### config.mk
export PLATFORM = sky130hd
export DESIGN_NAME = hms_ram
export DESIGN_NICKNAME = d
export VERILOG_FILES = /design/src/rtl/hms_ram.sv
export SDC_FILE = /design/constraint.sdc
export NUM_CORES = 2
export LEC_CHECK = 0
export ABC_CLOCK_PERIOD_IN_PS = 3850
export BUFFER_PORTS_ARGS = -buffer_cell sky130_fd_sc_hd__buf_2
export CAP_MARGIN = 20
export CORE_ASPECT_RATIO = 0.7
export CORE_MARGIN = 2
export CORE_UTILIZATION = 35
export DETAILED_ROUTE_END_ITERATION = 16
export HOLD_SLACK_MARGIN = 0.06
export PLACE_DENSITY = 0.5
export REMOVE_ABC_BUFFERS = 1
export SYNTH_ARGS = -nofsm -noshare
export SYNTH_HDL_FRONTEND = slang
export SYNTH_SLANG_ARGS = --single-unit
export TNS_END_PERCENT = 10
### constraint.sdc
create_clock -name aclk -period 3.85 [get_ports aclk]
set_input_delay 0.1925 -clock aclk [delete_from_list [all_inputs] [get_ports aclk]]
set_output_delay 0.1925 -clock aclk [all_outputs]
set_load 0.03 [all_outputs]
### src/rtl/hms_ram.sv
`default_nettype none

module hms_ram #(
    parameter int DEPTH = 64,
    parameter int AW    = 6
) (
    input  wire logic          aclk,
    input  wire logic          we,
    input  wire logic [AW-1:0] waddr,
    input  wire logic [31:0]   wdata,
    input  wire logic [AW-1:0] raddr,
    output logic      [31:0]   rdata
);

    logic [31:0] mem [DEPTH];

    // one write port, one registered read port
    always_ff @(posedge aclk) begin
        if (we) begin
            mem[waddr] <= wdata;
        end
        rdata <= mem[raddr];
    end

endmodule

`default_nettype wire

# == Word-level counts from Yosys, hierarchy flattened ==
# Memories as Yosys holds them, arrays and structs flattened. A register that Yosys moved wholly into a read port is not among the register bits.
# Index checks and enable logic that the tools add are counted.
# totals
regBits,0
ramBits,2048
in_bits,46
out_inout_bits,32
word_cells,3
mem_count,1
# classes
mux,2
# mem_list
name,words,word_bits,rd,rd_ports_with_merged_regs,write_ports,line,rtl
mem,64,32,1,1,1,15,logic [31:0] mem [DEPTH];
# op_table
operator,count
two-way mux 1 bit,2

# == Logic depth before layout (Yosys ltp) ==
# logic_depth
depth_word,2
mapped_depth,10
mapped_depth_nobuf,5

# == Least setup slack after synthesis ==
# No wires, ideal clock.
# synth_timing
path_kind,input to register
from,input waddr[3]
to,"memory mem[48][0], enable pin"
setup_time_ns,0.461
arrival_time_ns,2.891
required_time_ns,3.389
setup_slack_ns,0.498
stages,4
n_path_buf,1
cell_sequence,clkbuf_1 -> nor2b_1 -> nand4b_1 -> nor3_1
# synth_rtl
item,line,rtl
start: declaration,9,"input wire logic [AW-1:0] waddr,"
end: declaration,15,
# Straight into the memory's write port.

==> results.toml <==
[floorplanning]
chipWidth_um = 570
fp-row-count = 145
die-area_um2 = 228000
start_util_pct = 35.2
core_um2 = 223000
die_y_um = 400
num_io_pins = 78

[yosys]
ys_seq_area_share_pct = 79.1
netlist_area_um2 = 78500
yosys_register_bits = 2080
synth.distinct_cells = 34
syn_inst = 3324
syn_area_per_cell_um2 = 23.6
yosysWarnings = 0

[hold_path]
min_path_cells = 1
hp-class = "in -> reg"
min_from = "wdata[12]"
worstHoldEndpoint = "mem[33][12]$_DFFE_PP_"

[clock_network]
cts_buffers = 201
clockBufferDepth = 4
cts.clk_slew.worst_paths_ns = 0.06
insertion_delay_ns = 0.85
clockRootBuffer = "clkbuf_16"
tritoncts = "yes"
cts.sinks = 2080
cts_resized = 0
htree_levels = 4

[global_routing]
grt_max_degree = 65
first_global_vias = 37400
antenna_found_initial = 23
grt_use_total_pct = 20.0
grt_pass1_wl_mm = 316
overflow = 0

[routing]
viasPerCell = 5.56
met2_length_mm = 98.7
drt_wl_total_mm = 230
top_layer = "met5"
drt-wirelength-per-cell_um = 33.7
wl_met1_mm = 108
final_antenna_net_count = 0
route.detailed.drc = 0
first_pass_iters = 7
dr_wl_met3_mm = 19.0
vias = 37900
drt_iter0_drc = 5194

[timing]
worst_pin_slew_ns = 1.08
setup-tns-final_ns = 0
period_minus_slack_ns = 2.87
fmax_ghz = 0.348
fin_ws_ns = 0.977
slew_headroom_pct = 26.2
final.period_utilization_pct = 74.6
rsz0062_at_grt = "no"
drv_slew = 0
fin_skew_ns = 0.0378
setup_viol = 0
hold_violations = 0

[layout]
multi_input_area_um2 = 16000
areaGrowthSynthToFinish_pct = 16.4
regArea_um2 = 62100
fin_nets = 3750
fillers = 19400
drive_above_1_share_pct = 31.7

[place]
hpwl_mm = 136
gp_congestion = 0.807
post-place-ws_ns = 0.216
io_buffers = 77

[critical_path]
critPathMostFrequentCell = "a21oi_1"
crit_path_start = "raddr[5]"
crit_path_end_kind = "flop"
path_class = "in -> reg"
r2r_slack_ns = 1.42
critPathSlowestCell = "a21oi_1"
cp-start-kind = "input pin"
crit_chain = "dlygate4sd3_1 -> buf_2 -> nand2b_2 -> buf_4 -> o221ai_1 -> a21oi_1 -> a21oi_1 -> nor2_1"
r2r_start = "mem[39][25]$_DFFE_PP_"
r2r_end = "rdata[25]$_DFF_P_"
slowest_delay_ns = 0.71
worstPathRequired_ns = 4.61
reg2reg_depth = 5
cp.arrival_ns = 3.63
critical_path_peak_fanout = 23

[outcome]
run_status = "finished, final reports clean"

[power_and_ir_drop]
power_density_nw_per_um2 = 523
p_leak_nw = 28.4
ir_drop_mv = 0.362

[job]
maxCapViolCount = 0
-- cells by family (layout without fill, tap and decap cells) --
logic type	count (synthesis)	after routing	share of synthesized area, %
buffers and inverters	182	725	1.13
DFF	2080	2080	79.1
and+or+nand+nor	223	223	1.27
muxes	637	637	16.8
AOI/OAI and AO/OA	202	202	1.67
other	0	9	0
-- repair_timing --
action / CTS / global route
hold endpoints to repair: 768 / 112
hold buffers: 30 / 2
setup buffers: 0 / 0
setup endpoints to repair: 0 / 0
-- registers in the layout, summed over array words and instances, names as in the netlist --
signal / cells
mem: 2048
rdata: 32
-- worst max-delay path, delay by kind of cell --
kind	cells	cell delay [ns]
buffers and inverters	3	1.55
and+or+nand+nor	2	0.60
AOI/OAI and AO/OA	3	1.24
-- metal layers --
metal / global-route usage [%] / vias up
met3: 4.47 / 228
met4: 3.94 / 2
met5: 0 / -
met1: 31.7 / 21100
met2: 28.2 / 1507
li1: - / 15100
-- how the worst max path moves through the flow --
stage / end / slack [ns] / cells after the start
6_report: rdata[5]$_DFF_P_ / 0.98 / 8
5_1_grt: rdata[5]$_DFF_P_ / 0.98 / 8
4_1_cts: rdata[20]$_DFF_P_ / 1.11 / 8
3_5_place_dp: rdata[20]$_DFF_P_ / 0.22 / 8
3_3_place_gp: rdata[20]$_DFF_P_ / 0.21 / 8
2_1_floorplan: mem[48][0]$_DFFE_PP_ / 0.65 / 3
-- area by class of cell --
class / instances / share of cell area, %
multi-input combinational: 1062 / 17.5
clock buffer: 265 / 6.00
sequential: 2080 / 68.0
antenna: 9 / 0.0246
timing repair buffer: 359 / 3.36
tap: 2940 / 4.02
clock inverter: 101 / 1.13
-- layout by cell type (no fill, tap or decap), types with 36 or more instances in the layout --
cell       synthesis  layout
clkbuf_16          0     205
buf_12             0      36
mux4_2           544     544
buf_4             25     212
edfxtp_1        2048    2048
clkinv_1           0      36
buf_2             57      74
a21oi_1           62      62
nor2_1           137      74
mux2i_1           93      93
o22ai_1           84      84
clkbuf_1          74      47
nor2_4             0      62
-- report_power, final --
part	total [mW]	switching (mW)	internal [mW]
Clock	19.8	8.46	11.4
Combinational	2.77	1.81	0.955
Sequential	25.2	0.110	25.1
Total	47.8	10.4	37.4
-- per-stage QoR --
step	instances	hold WS (ns)	power (mW)	instance area (um^2)	utilization (%)
2_1_floorplan	3142	0.291	26.6	77600	-
3_3_place_gp	6402	0.643	28.4	84400	37.8
3_5_place_dp	6407	0.617	28.4	84500	37.9
4_1_cts	6803	0.0645	48.2	91300	40.9
5_1_grt	6809	0.0763	49.2	91400	40.9
6_report	6816	0.0550	47.8	91400	41.0
-- synth_stat cells (all sizes together) --
| cell type | number | area share [%] |
|---|---|---|
| a21oi | 62 | 0.40 |
| a22oi | 12 | 0.11 |
| a311oi | 8 | 0.089 |
| a31oi | 1 | 0.0080 |
| a41o | 4 | 0.051 |
| and2 | 2 | 0.016 |
| and3 | 4 | 0.032 |
| buf | 108 | 0.77 |
| clkbuf | 74 | 0.35 |
| dfxtp | 32 | 0.82 |
| edfxtp | 2048 | 78 |
| mux2i | 93 | 1.2 |
| mux4 | 544 | 16 |
| nand2 | 26 | 0.12 |
| nand2b | 8 | 0.064 |
| nand3 | 5 | 0.032 |
| nand3b | 5 | 0.048 |
| nand4 | 2 | 0.016 |
| nand4b | 1 | 0.011 |
| nor2 | 137 | 0.65 |
| nor2b | 15 | 0.12 |
| nor3 | 7 | 0.045 |
| o221ai | 27 | 0.30 |
| o22ai | 84 | 0.67 |
| o32ai | 4 | 0.045 |
| or2 | 3 | 0.024 |
| or3 | 3 | 0.024 |
| or3b | 5 | 0.056 |
No activity file was read; power rests on OpenSTA's default activity.
